--- config.mk ---
export PLATFORM = sky130hd
export DESIGN_NAME = single_wire_humidity_sensor_reader
export DESIGN_NICKNAME = d
export VERILOG_FILES = /design/src/rtl/core/swh_pkg.sv /design/src/rtl/core/swh_cfg_regs.sv /design/src/rtl/core/swh_step.sv /design/src/rtl/core/single_wire_humidity_sensor_reader.sv
export SDC_FILE = /design/constraint.sdc
export NUM_CORES = 1
export LEC_CHECK = 0
export ABC_AREA = 1
export ABC_CLOCK_PERIOD_IN_PS = 4100
export BUFFER_PORTS_ARGS = -buffer_cell sky130_fd_sc_hd__buf_4
export CAP_MARGIN = 40
export CORE_MARGIN = 2
export CORE_UTILIZATION = 35
export CTS_BUF_LIST = sky130_fd_sc_hd__clkbuf_8
export DETAILED_ROUTE_END_ITERATION = 8
export PLACE_DENSITY_LB_ADDON = 0.2
export SYNTH_ARGS = -nofsm -noshare
export SYNTH_HDL_FRONTEND = slang
export SYNTH_HIERARCHICAL = 1
export SYNTH_SLANG_ARGS = --single-unit
--- constraint.sdc ---
create_clock -name clk -period 4.1 [get_ports clk]
set_clock_uncertainty 0.15 [all_clocks]
set_input_delay 0.205 -clock clk [delete_from_list [all_inputs] [get_ports clk]]
set_output_delay 0.205 -clock clk [all_outputs]
set_load 0.01 [all_outputs]
--- src/rtl/core/swh_pkg.sv ---
// Shared types, constants and register codes for the single-wire humidity sensor reader.
`default_nettype none

package swh_pkg;

	// Frame length and the default width of the tick counter.
	localparam int FRAME_BITS      = 40;
	localparam int COUNT_WIDTH_DEF = 16;
	localparam int BITS_W          = 6;

	// Stream and configuration port widths.
	localparam int S_TDATA_W = 8;
	localparam int M_TDATA_W = 40;
	localparam int CFG_IDX_W = 3;
	localparam int CFG_DAT_W = 16;

	// Configuration register indexes.
	localparam logic [CFG_IDX_W-1:0] CFG_START_LOW    = 3'd0;
	localparam logic [CFG_IDX_W-1:0] CFG_RELEASE_HIGH = 3'd1;
	localparam logic [CFG_IDX_W-1:0] CFG_RESP_TIMEOUT = 3'd2;
	localparam logic [CFG_IDX_W-1:0] CFG_BIT_LOW_TO   = 3'd3;
	localparam logic [CFG_IDX_W-1:0] CFG_BIT_HIGH_TO  = 3'd4;
	localparam logic [CFG_IDX_W-1:0] CFG_ONE_THRESH   = 3'd5;

	// Reset values of the configuration registers.
	localparam logic [15:0] START_LOW_RST    = 16'd20000;
	localparam logic [7:0]  RELEASE_HIGH_RST = 8'd30;
	localparam logic [9:0]  RESP_TIMEOUT_RST = 10'd200;
	localparam logic [9:0]  BIT_LOW_TO_RST   = 10'd100;
	localparam logic [9:0]  BIT_HIGH_TO_RST  = 10'd200;
	localparam logic [9:0]  ONE_THRESH_RST   = 10'd50;

	// Result status codes.
	localparam logic [1:0] ST_OK           = 2'd0;
	localparam logic [1:0] ST_RESP_TIMEOUT = 2'd1;
	localparam logic [1:0] ST_BIT_TIMEOUT  = 2'd2;
	localparam logic [1:0] ST_CHECKSUM     = 2'd3;

	// Phases of a reading.
	typedef enum logic [2:0] {
		PH_IDLE,
		PH_DRIVE_LOW,
		PH_DRIVE_HIGH,
		PH_RESP_LOW,
		PH_RESP_HIGH,
		PH_RESP_END,
		PH_BIT_RISE,
		PH_BIT_FALL
	} phase_t;

	// Configuration register set.
	typedef struct packed {
		logic [15:0] start_low_ticks;
		logic [7:0]  release_high_ticks;
		logic [9:0]  response_timeout;
		logic [9:0]  bit_low_timeout;
		logic [9:0]  bit_high_timeout;
		logic [9:0]  one_threshold;
	} cfg_t;

	// One result beat; the last member sits in the lowest bits.
	typedef struct packed {
		logic [7:0]        temperature_fraction;
		logic signed [7:0] temperature;
		logic [7:0]        humidity_fraction;
		logic [7:0]        humidity;
		logic [1:0]        status;
		logic              done_res;
		logic              busy_res;
		logic              drive_value;
		logic              drive_enable;
	} res_t;

	localparam int RES_W = $bits(res_t);

endpackage

`default_nettype wire

--- src/rtl/core/swh_cfg_regs.sv ---
// Configuration register file of the single-wire humidity sensor reader.
`default_nettype none

module swh_cfg_regs (
	input  wire logic                          clk,
	input  wire logic                          arst_n,
	input  wire logic                          cfg_we,
	input  wire logic [swh_pkg::CFG_IDX_W-1:0] cfg_index,
	input  wire logic [swh_pkg::CFG_DAT_W-1:0] cfg_data,
	output swh_pkg::cfg_t                      cfg
);
	import swh_pkg::*;

	cfg_t cfg_q;

	// Registers load on a write; indexes beyond the list are dropped.
	always_ff @(posedge clk or negedge arst_n) begin
		if (!arst_n) begin
			cfg_q.start_low_ticks    <= START_LOW_RST;
			cfg_q.release_high_ticks <= RELEASE_HIGH_RST;
			cfg_q.response_timeout   <= RESP_TIMEOUT_RST;
			cfg_q.bit_low_timeout    <= BIT_LOW_TO_RST;
			cfg_q.bit_high_timeout   <= BIT_HIGH_TO_RST;
			cfg_q.one_threshold      <= ONE_THRESH_RST;
		end else if (cfg_we) begin
			unique case (cfg_index)
				CFG_START_LOW:    cfg_q.start_low_ticks    <= cfg_data;
				CFG_RELEASE_HIGH: cfg_q.release_high_ticks <= cfg_data[7:0];
				CFG_RESP_TIMEOUT: cfg_q.response_timeout   <= cfg_data[9:0];
				CFG_BIT_LOW_TO:   cfg_q.bit_low_timeout    <= cfg_data[9:0];
				CFG_BIT_HIGH_TO:  cfg_q.bit_high_timeout   <= cfg_data[9:0];
				CFG_ONE_THRESH:   cfg_q.one_threshold      <= cfg_data[9:0];
				default: begin
				end
			endcase
		end
	end

	assign cfg = cfg_q;

endmodule

`default_nettype wire

--- src/rtl/core/swh_step.sv ---
// Per-tick next-state and result logic of the single-wire humidity sensor reader.
`default_nettype none

module swh_step #(
	parameter int COUNT_WIDTH = swh_pkg::COUNT_WIDTH_DEF
) (
	input  wire swh_pkg::cfg_t               cfg,
	input  wire swh_pkg::phase_t             phase,
	input  wire logic [COUNT_WIDTH-1:0]      tick,
	input  wire logic [swh_pkg::BITS_W-1:0]  bits,
	input  wire logic [swh_pkg::FRAME_BITS-1:0] frame,
	input  wire logic                        start_req,
	input  wire logic                        pin_level,
	output swh_pkg::phase_t                  phase_nxt,
	output logic [COUNT_WIDTH-1:0]           tick_nxt,
	output logic [swh_pkg::BITS_W-1:0]       bits_nxt,
	output logic [swh_pkg::FRAME_BITS-1:0]   frame_nxt,
	output swh_pkg::res_t                    res
);
	import swh_pkg::*;

	logic [COUNT_WIDTH-1:0] tick_inc;
	logic [BITS_W-1:0]      bits_inc;
	logic [FRAME_BITS-1:0]  frame_sh;
	logic [7:0]             sum8;
	logic                   bit_val;

	assign tick_inc = tick + COUNT_WIDTH'(1);
	assign bits_inc = bits + BITS_W'(1);
	assign bit_val  = (tick_inc > COUNT_WIDTH'(cfg.one_threshold));
	assign frame_sh = {frame[FRAME_BITS-2:0], bit_val};
	assign sum8     = frame_sh[39:32] + frame_sh[31:24] + frame_sh[23:16] + frame_sh[15:8];

	// Phase sequencing, pulse timing and frame assembly.
	always_comb begin
		logic       awaited;
		logic [9:0] limit;
		logic [1:0] fail_code;
		logic       done;
		logic       show;
		logic [1:0] status;

		phase_nxt = phase;
		tick_nxt  = tick;
		bits_nxt  = bits;
		frame_nxt = frame;
		done      = 1'b0;
		show      = 1'b0;
		status    = ST_OK;
		awaited   = 1'b0;
		limit     = cfg.response_timeout;
		fail_code = ST_RESP_TIMEOUT;

		// Level awaited and timeout of the wait phases.
		unique case (phase)
			PH_RESP_HIGH: awaited = 1'b1;
			PH_BIT_RISE: begin
				awaited   = 1'b1;
				limit     = cfg.bit_low_timeout;
				fail_code = ST_BIT_TIMEOUT;
			end
			PH_BIT_FALL: begin
				limit     = cfg.bit_high_timeout;
				fail_code = ST_BIT_TIMEOUT;
			end
			default: begin
			end
		endcase

		unique case (phase)
			PH_IDLE: begin
				if (start_req) begin
					phase_nxt = PH_DRIVE_LOW;
					tick_nxt  = COUNT_WIDTH'(1);
					bits_nxt  = '0;
					frame_nxt = '0;
				end
			end
			PH_DRIVE_LOW: begin
				if (tick >= COUNT_WIDTH'(cfg.start_low_ticks)) begin
					phase_nxt = PH_DRIVE_HIGH;
					tick_nxt  = COUNT_WIDTH'(1);
				end else begin
					tick_nxt = tick_inc;
				end
			end
			PH_DRIVE_HIGH: begin
				if (tick >= COUNT_WIDTH'(cfg.release_high_ticks)) begin
					phase_nxt = PH_RESP_LOW;
					tick_nxt  = '0;
				end else begin
					tick_nxt = tick_inc;
				end
			end
			default: begin
				tick_nxt = tick_inc;
				if (pin_level == awaited) begin
					tick_nxt = '0;
					priority case (phase)
						PH_BIT_FALL: begin
							frame_nxt = frame_sh;
							bits_nxt  = bits_inc;
							if (bits_inc >= BITS_W'(FRAME_BITS)) begin
								done      = 1'b1;
								show      = 1'b1;
								status    = (sum8 == frame_sh[7:0]) ? ST_OK : ST_CHECKSUM;
								phase_nxt = PH_IDLE;
							end else begin
								phase_nxt = PH_BIT_RISE;
							end
						end
						PH_RESP_END:  phase_nxt = PH_BIT_RISE;
						PH_BIT_RISE:  phase_nxt = PH_BIT_FALL;
						PH_RESP_LOW:  phase_nxt = PH_RESP_HIGH;
						PH_RESP_HIGH: phase_nxt = PH_RESP_END;
						default:      phase_nxt = PH_IDLE;
					endcase
				end else if (tick_inc >= COUNT_WIDTH'(limit)) begin
					done      = 1'b1;
					status    = fail_code;
					phase_nxt = PH_IDLE;
					tick_nxt  = '0;
				end
			end
		endcase

		// Result fields describe the state after this tick.
		res.drive_enable         = (phase_nxt == PH_DRIVE_LOW) || (phase_nxt == PH_DRIVE_HIGH);
		res.drive_value          = (phase_nxt == PH_DRIVE_HIGH);
		res.busy_res             = (phase_nxt != PH_IDLE);
		res.done_res             = done;
		res.status               = status;
		res.humidity             = show ? frame_sh[39:32] : 8'd0;
		res.humidity_fraction    = show ? frame_sh[31:24] : 8'd0;
		res.temperature          = show ? $signed(frame_sh[23:16]) : 8'sd0;
		res.temperature_fraction = show ? frame_sh[15:8] : 8'd0;
	end

endmodule

`default_nettype wire

--- src/rtl/core/single_wire_humidity_sensor_reader.sv ---
// Top level of the single-wire humidity sensor reader: stream stages and state registers.
//
//  Channel   Direction  Beat contents (lowest bit first)
//  s_*       in         start_req, pin_level; one beat per line sample tick
//  m_*       out        drive_enable, drive_value, busy_res, done_res, status,
//                       humidity, humidity_fraction, temperature, temperature_fraction
//  cfg_*     in         register write: index, data
//
// One beat is taken every cycle unless the result side stalls; each beat passes the
// input stage and then the result register. The throughput is set by the single step
// of the phase logic between the input stage and the result register. Reset loads the
// register defaults and puts the phase to idle. While m_tready is low the result holds,
// one more beat enters the input stage, and then s_tready drops.
`default_nettype none

module single_wire_humidity_sensor_reader #(
	parameter int COUNT_WIDTH = swh_pkg::COUNT_WIDTH_DEF
) (
	input  wire logic                          clk,
	input  wire logic                          arst_n,
	input  wire logic                          s_tvalid,
	output logic                               s_tready,
	// s_tdata: [0] start_req, [1] pin_level, [7:2] zero
	input  wire logic [swh_pkg::S_TDATA_W-1:0] s_tdata,
	output logic                               m_tvalid,
	input  wire logic                          m_tready,
	// m_tdata: [0] drive_enable, [1] drive_value, [2] busy_res, [3] done_res,
	// [5:4] status, [13:6] humidity, [21:14] humidity_fraction,
	// [29:22] temperature, [37:30] temperature_fraction, [39:38] zero
	output logic [swh_pkg::M_TDATA_W-1:0]      m_tdata,
	input  wire logic                          cfg_we,
	input  wire logic [swh_pkg::CFG_IDX_W-1:0] cfg_index,
	input  wire logic [swh_pkg::CFG_DAT_W-1:0] cfg_data
);
	import swh_pkg::*;

	cfg_t                   cfg;
	logic                   valid_s1;
	logic                   start_s1;
	logic                   pin_s1;
	logic                   fire;
	phase_t                 phase_q;
	phase_t                 phase_nxt;
	logic [COUNT_WIDTH-1:0] tick_q;
	logic [COUNT_WIDTH-1:0] tick_nxt;
	logic [BITS_W-1:0]      bits_q;
	logic [BITS_W-1:0]      bits_nxt;
	logic [FRAME_BITS-1:0]  frame_q;
	logic [FRAME_BITS-1:0]  frame_nxt;
	res_t                   res;
	res_t                   res_q;
	logic                   m_valid_q;

	swh_cfg_regs u_cfg (
		.clk       (clk),
		.arst_n    (arst_n),
		.cfg_we    (cfg_we),
		.cfg_index (cfg_index),
		.cfg_data  (cfg_data),
		.cfg       (cfg)
	);

	swh_step #(
		.COUNT_WIDTH (COUNT_WIDTH)
	) u_step (
		.cfg       (cfg),
		.phase     (phase_q),
		.tick      (tick_q),
		.bits      (bits_q),
		.frame     (frame_q),
		.start_req (start_s1),
		.pin_level (pin_s1),
		.phase_nxt (phase_nxt),
		.tick_nxt  (tick_nxt),
		.bits_nxt  (bits_nxt),
		.frame_nxt (frame_nxt),
		.res       (res)
	);

	// A sample is processed when the result register is free or being emptied.
	assign fire     = valid_s1 && (!m_valid_q || m_tready);
	assign s_tready = !valid_s1 || fire;

	// Input stage.
	always_ff @(posedge clk or negedge arst_n) begin
		if (!arst_n) begin
			valid_s1 <= 1'b0;
		end else if (s_tvalid && s_tready) begin
			valid_s1 <= 1'b1;
		end else if (fire) begin
			valid_s1 <= 1'b0;
		end
	end

	always_ff @(posedge clk) begin
		if (s_tvalid && s_tready) begin
			start_s1 <= s_tdata[0];
			pin_s1   <= s_tdata[1];
		end
	end

	// Reading state advances once per processed sample.
	always_ff @(posedge clk or negedge arst_n) begin
		if (!arst_n) begin
			phase_q <= PH_IDLE;
			tick_q  <= '0;
			bits_q  <= '0;
			frame_q <= '0;
		end else if (fire) begin
			phase_q <= phase_nxt;
			tick_q  <= tick_nxt;
			bits_q  <= bits_nxt;
			frame_q <= frame_nxt;
		end
	end

	// Result register.
	always_ff @(posedge clk or negedge arst_n) begin
		if (!arst_n) begin
			m_valid_q <= 1'b0;
		end else if (fire) begin
			m_valid_q <= 1'b1;
		end else if (m_tready) begin
			m_valid_q <= 1'b0;
		end
	end

	always_ff @(posedge clk) begin
		if (fire) begin
			res_q <= res;
		end
	end

	assign m_tvalid = m_valid_q;
	assign m_tdata  = {(M_TDATA_W - RES_W)'(0), res_q};

`ifndef SYNTHESIS
	// A finished reading leaves the block idle and off the line.
	a_done_not_busy: assert property (@(posedge clk) disable iff (!arst_n)
		(m_valid_q && res_q.done_res) |-> (!res_q.busy_res && !res_q.drive_enable))
		else $error("done result still reports busy or driving");

	// A status other than ok comes only with done.
	a_status_needs_done: assert property (@(posedge clk) disable iff (!arst_n)
		(m_valid_q && (res_q.status != ST_OK)) |-> res_q.done_res)
		else $error("error status without done");

	// Idle without a start request stays idle.
	a_idle_holds: assert property (@(posedge clk) disable iff (!arst_n)
		(fire && (phase_q == PH_IDLE) && !start_s1) |=> (phase_q == PH_IDLE))
		else $error("left idle without a start request");

	// The bit counter never passes the frame length.
	a_bits_bound: assert property (@(posedge clk) disable iff (!arst_n)
		bits_q <= BITS_W'(FRAME_BITS))
		else $error("bit counter beyond frame length");

	// The result register reflects the phase reached by the processed sample.
	a_busy_matches: assert property (@(posedge clk) disable iff (!arst_n)
		fire |=> (res_q.busy_res == (phase_q != PH_IDLE)))
		else $error("busy flag disagrees with phase");
`endif

endmodule

`default_nettype wire

### After elaboration in Yosys (flattened, before gate mapping)

Cells that the tools add are included.

* memories: 0
* flip-flop bits (word level): 170
* memory bits (read-only): 0
* output and inout port bits: 42
* bits in writable memories: 0
* bits in latches: 0

* $lt $le $gt $ge: 5
* bitwise logic cells: 1
* equal/unequal tests: 17
* shift-type cells: 0
* reduce and logical (&&, ||, !) cells: 26
* add/sub/neg operators: 5
* multipliers: 0
* div/mod/pow operators: 0
* multiplexer cells: 40

Operator list (count)
* $mux W39: 3
* $mux W16: 5
* $pmux W39 S2: 1
* $pmux W16 S3: 1
* $add A8 B8 Y8: 3
* $pmux W10 S2: 1
* $eq A3 B3 Y1 const B: 6
* $mux W3: 6
* $mux W6: 3
* $add A16 B1 Y16 const B: 1
* $ge A16 B10 Y1: 1
* $ge A16 B16 Y1: 1
* $ge A16 B8 Y1: 1
* $gt A16 B10 Y1: 1
* $eq A3 B2 Y1 const B: 5
* $pmux W3 S5: 1
* $reduce_and A2 Y1: 7
* $mux W2: 6
* $pmux W6 S2: 1
* $mux W1: 11
* $eq A3 B1 Y1 const B: 3
* $pmux W3 S3: 1
* $eq A8 B8 Y1: 1
* $reduce_bool A2 Y1: 4
* other kinds (13): 20

### Logic depth before layout (Yosys ltp)

* depth in word-level cells: 8
* mapped depth: 25
* depth with buffers taken out: 24

### Hierarchy

Netlist, hierarchy kept.

Modules (own cells, without submodules)
* single_wire_humidity_sensor_reader: area an instance 3865.0 um^2, cells an instance 335, times used 1
* swh_step: area an instance 3814.9 um^2, cells an instance 668, times used 1
* swh_cfg_regs: area an instance 2575.0 um^2, cells an instance 287, times used 1

### Worst setup path before layout

Ideal clock, no wire load.

* path kind: flip-flop to flip-flop
* start: reg frame_q[8]
* end: reg res_q, in the netlist m_tdata[5], data pin
* required time: 3.696 ns
* arrival time: 2.878 ns
* library setup time: 0.254 ns
* slack: 0.818 ns
* cell stages (with the launch flop): 17
* buffers on the path: 0
* clock period less this slack: 3.282 ns
* cell sequence: dfrtp_1 fa_1 fa_1 ha_1 inv_1 fa_1 xnor2_1 inv_1 nand2_1 nand3_1 nor2_1 nand3_1 nor2_1 nand2_1 nor2_1 nand3_1 nor2b_1

* word-level cells in the longest chain between the ends: 6

Ends and longest elaborated chain
* start: declaration: line single_wire_humidity_sensor_reader.sv:48 `logic [FRAME_BITS-1:0] frame_q;`
* start signal: assignment: line single_wire_humidity_sensor_reader.sv:113 `frame_q <= frame_nxt;`
* $add A8 B8 Y8: line swh_step.sv:32 `assign sum8 = frame_sh[39:32] + frame_sh[31:24] + frame_sh[23:16] + frame_sh[15:8];`
* $eq A8 B8 Y1: line swh_step.sv:106 `status = (sum8 == frame_sh[7:0]) ? ST_OK : ST_CHECKSUM;`
* $mux W2: line swh_step.sv:106
* $mux W2: line swh_step.sv:103 `if (bits_inc >= BITS_W'(FRAME_BITS)) begin`
* $mux W2: line swh_step.sv:99 `priority case (phase)`
* $mux W2: line swh_step.sv:97 `if (pin_level == awaited) begin`
* end signal: assignment: line single_wire_humidity_sensor_reader.sv:130 `res_q <= res;`
* end: declaration: line single_wire_humidity_sensor_reader.sv:51 `res_t res_q;`

Every way passes these cells.
A chain may end at the register's enable or synchronous reset.

### Final worst setup path

Same ends and word-level chain as after synthesis.

==> run_results.csv <==
group,metric,value,unit
cells_and_area,final_cells,1772,
detailed_routing,drtPass1Iterations,5,
placement,hpwl,18320,microns
cells_and_area,nets,1475,
detailed_routing,vias_per_cell,4.905,
sta,period_needed,3.631,ns
sta,hold_ws,0.04980,ns
floorplanning,boundaryPins,74,
yosys,synth_area,0.01021,sq mm
floorplanning,start_util,35.57,%
pwr,sw_frac_of_total,38.34,%
cells_and_area,drive_gt1_share,13.18,%
pwr,power,4.734,mW
detailed_routing,postRouteWirelength,26270,microns
pwr,switchingPower,1.815,mW
pwr,internal_power,2.919,mW
placement,globalplace.congestion,0.8432,
floorplanning,core.rowCount,62,
yosys,avgSynthCellArea,7.951,sq um
detailed_routing,vias,8691,
sta,rsz0062_at_grt,"false",
hold_path,min_to,"u_cfg/cfg[5]",
floorplanning,dieWidth,174.8,microns
global_route,grt_use_total,17.91,%
pwr,clockPowerShare,26.9,%
global_route,grt_start_max_net_pins,69,
floorplanning,die_height,174.8,microns
pwr,ir_worst_vdd,0.0001882,V
pwr,powerDensity,398.9,mW/mm^2
placement,dpl.cell_count,1702,
worst_setup_path,r2r_slack,0.47,ns
global_route,overflow,0,
hold_path,min-delay-start,"cfg_we",
worst_setup_path,rr_startpoint,"frame_q[8]",
clocking,clockRootBuffer,"clkbuf_8",
pwr,power_frac_comb,28.4,%
sta,max_freq,275.4,MHz
clocking,cts_made_buffers,17,
floorplanning,core,0.02870,sq mm
pwr,seq_power_share,44.8,%
sta,finalSetupViolations,0,
cells_and_area,n_antenna_cell,0,
clocking,clock_sinks,170,
sta,setup_tns,0,ns
flow_run,maxCapViolations,0,
clocking,cts_tree,"done",
clocking,cts.clk_slew.worst_paths,0.12,ns
global_route,antenna_found_initial,0,
worst_setup_path,critical_path_arrival,3.72,ns
cells_and_area,area_growth_syn_to_layout,16.25,%
worst_setup_path,path_class,"reg -> reg",
global_route,first_global_vias,8356,
worst_setup_path,crit_fanout,3,
worst_setup_path,endpoint_kind,"flip-flop",
detailed_routing,ant_nets,0,
detailed_routing,drtIter0Drc,616,
sta,finalCritPeriodShare,88.57,%
yosys,yosysWarnings,6,
detailed_routing,route.detailed.drc,0,
cells_and_area,utilization,41.35,%
sta,report.final.slew_viol_count,0,
sta,timing.slew.headroom,42.52,%
clocking,clk-insertion-delay-late,0.49,ns
pwr,p_leak,5.871,nW
yosys,syn_inst,1284,
worst_setup_path,required,4.19,ns
status,status,"finished clean",
sta,worst_pin_slew,0.8612,ns
floorplanning,dieArea,0.03055,sq mm
worst_setup_path,worst_setup_path_start_kind,"flip-flop",
clocking,cts.path.max_buffers,2,
placement,numPortBuffers,65,
global_route,grt_first_pass_wirelength,43880,microns
hold_path,hold_depth,5,
worst_setup_path,worst_r2r_path_depth,15,
clocking,post_cts_buffers,0,
worst_setup_path,reg2reg_to,"m_tdata[5]",
sta,final-hold-violation-count,0,
clocking,htree_levels,4,
detailed_routing,routedWlPerCell,14.83,microns
hold_path,hp-class,"in -> reg",
## metal layers
layer / track usage [%] / part of all wire [%]
met1: 25.89 / 50
met2: 28.15 / 45
met3: 2.654 / 3.8
met4: 4.583 / 1.2
met5: 0 / 0
## registers in the layout, indices dropped and copies added (netlist names)
| name | count |
|---|---|
| u_cfg/cfg | 64 |
| phase_q | 3 |
| start_s1 | 1 |
| m_tdata | 38 |
| tick_q | 16 |
| m_tvalid | 1 |
| frame_q | 39 |
| valid_s1 | 1 |
| bits_q | 6 |
| pin_s1 | 1 |
## critical path: stages (launching register included)
cell	delay, ns
dfrtp_1	0.43
fa_1	0.59
fa_1	0.44
ha_1	0.22
inv_1	0.09
fa_1	0.45
xnor2_1	0.15
nor2_1	0.12
nand3_1	0.09
nor2_1	0.10
nand3_1	0.07
nor2_1	0.08
nand2_1	0.05
nor2_1	0.11
nand3_1	0.11
nor2b_1	0.15
## worst max path at each step
stage / depth (start not counted) / endpoint / startpoint
after floorplan: 16 / m_tdata[5] / frame_q[8]
after global placement: 16 / m_tdata[5] / frame_q[8]
after detailed placement: 15 / m_tdata[5] / frame_q[8]
after CTS: 15 / m_tdata[5] / frame_q[8]
after global routing: 20 / m_tdata[0] / phase_q[2]
final: 15 / m_tdata[5] / frame_q[8]
## power by group through the flow
stage | Combinational [mW] | Clock, mW | Sequential (mW)
detailed placement | 1.32 | 0 | 2.15
floorplan | 0.887 | 0 | 2.14
global placement | 1.29 | 0 | 2.15
global route | 1.54 | 1.38 | 2.15
CTS | 1.35 | 1.32 | 2.12
finish | 1.34 | 1.27 | 2.12
## cell type report
class	instances	area, sq um
fillers	2920	16830
multi-input cells	913	4906
flip-flops and latches	170	4482
repair buffers	117	989.7
inverters	156	585.6
well taps	384	480.5
clock buffers	17	234.0
clock inverters	15	190.2
## placed cells by master (no fill, tap or decap), drive strengths merged, types with 40 or more instances in the layout
cell      n
nand2   430
inv     162
nand3   145
dfrtp   109
nor2     99
buf      79
ha       54
o22ai    44
edfxtp   40
## stage by stage
| stage | cell area, sq um | setup slack (ns) |
|---|---|---|
| floorplan | 10210 | 0.8184 |
| global placement | 11060 | 0.5142 |
| detailed placement | 11060 | 0.5086 |
| CTS | 11870 | 0.4281 |
| global route | 11870 | 0.1742 |
| finish | 11870 | 0.4686 |
## what timing repair did
item	in CTS	in global routing
resized for setup	0	0
hold buffers	38	0
endpoints found under the hold margin	132	0
Power figures use the tool's default switching activity.
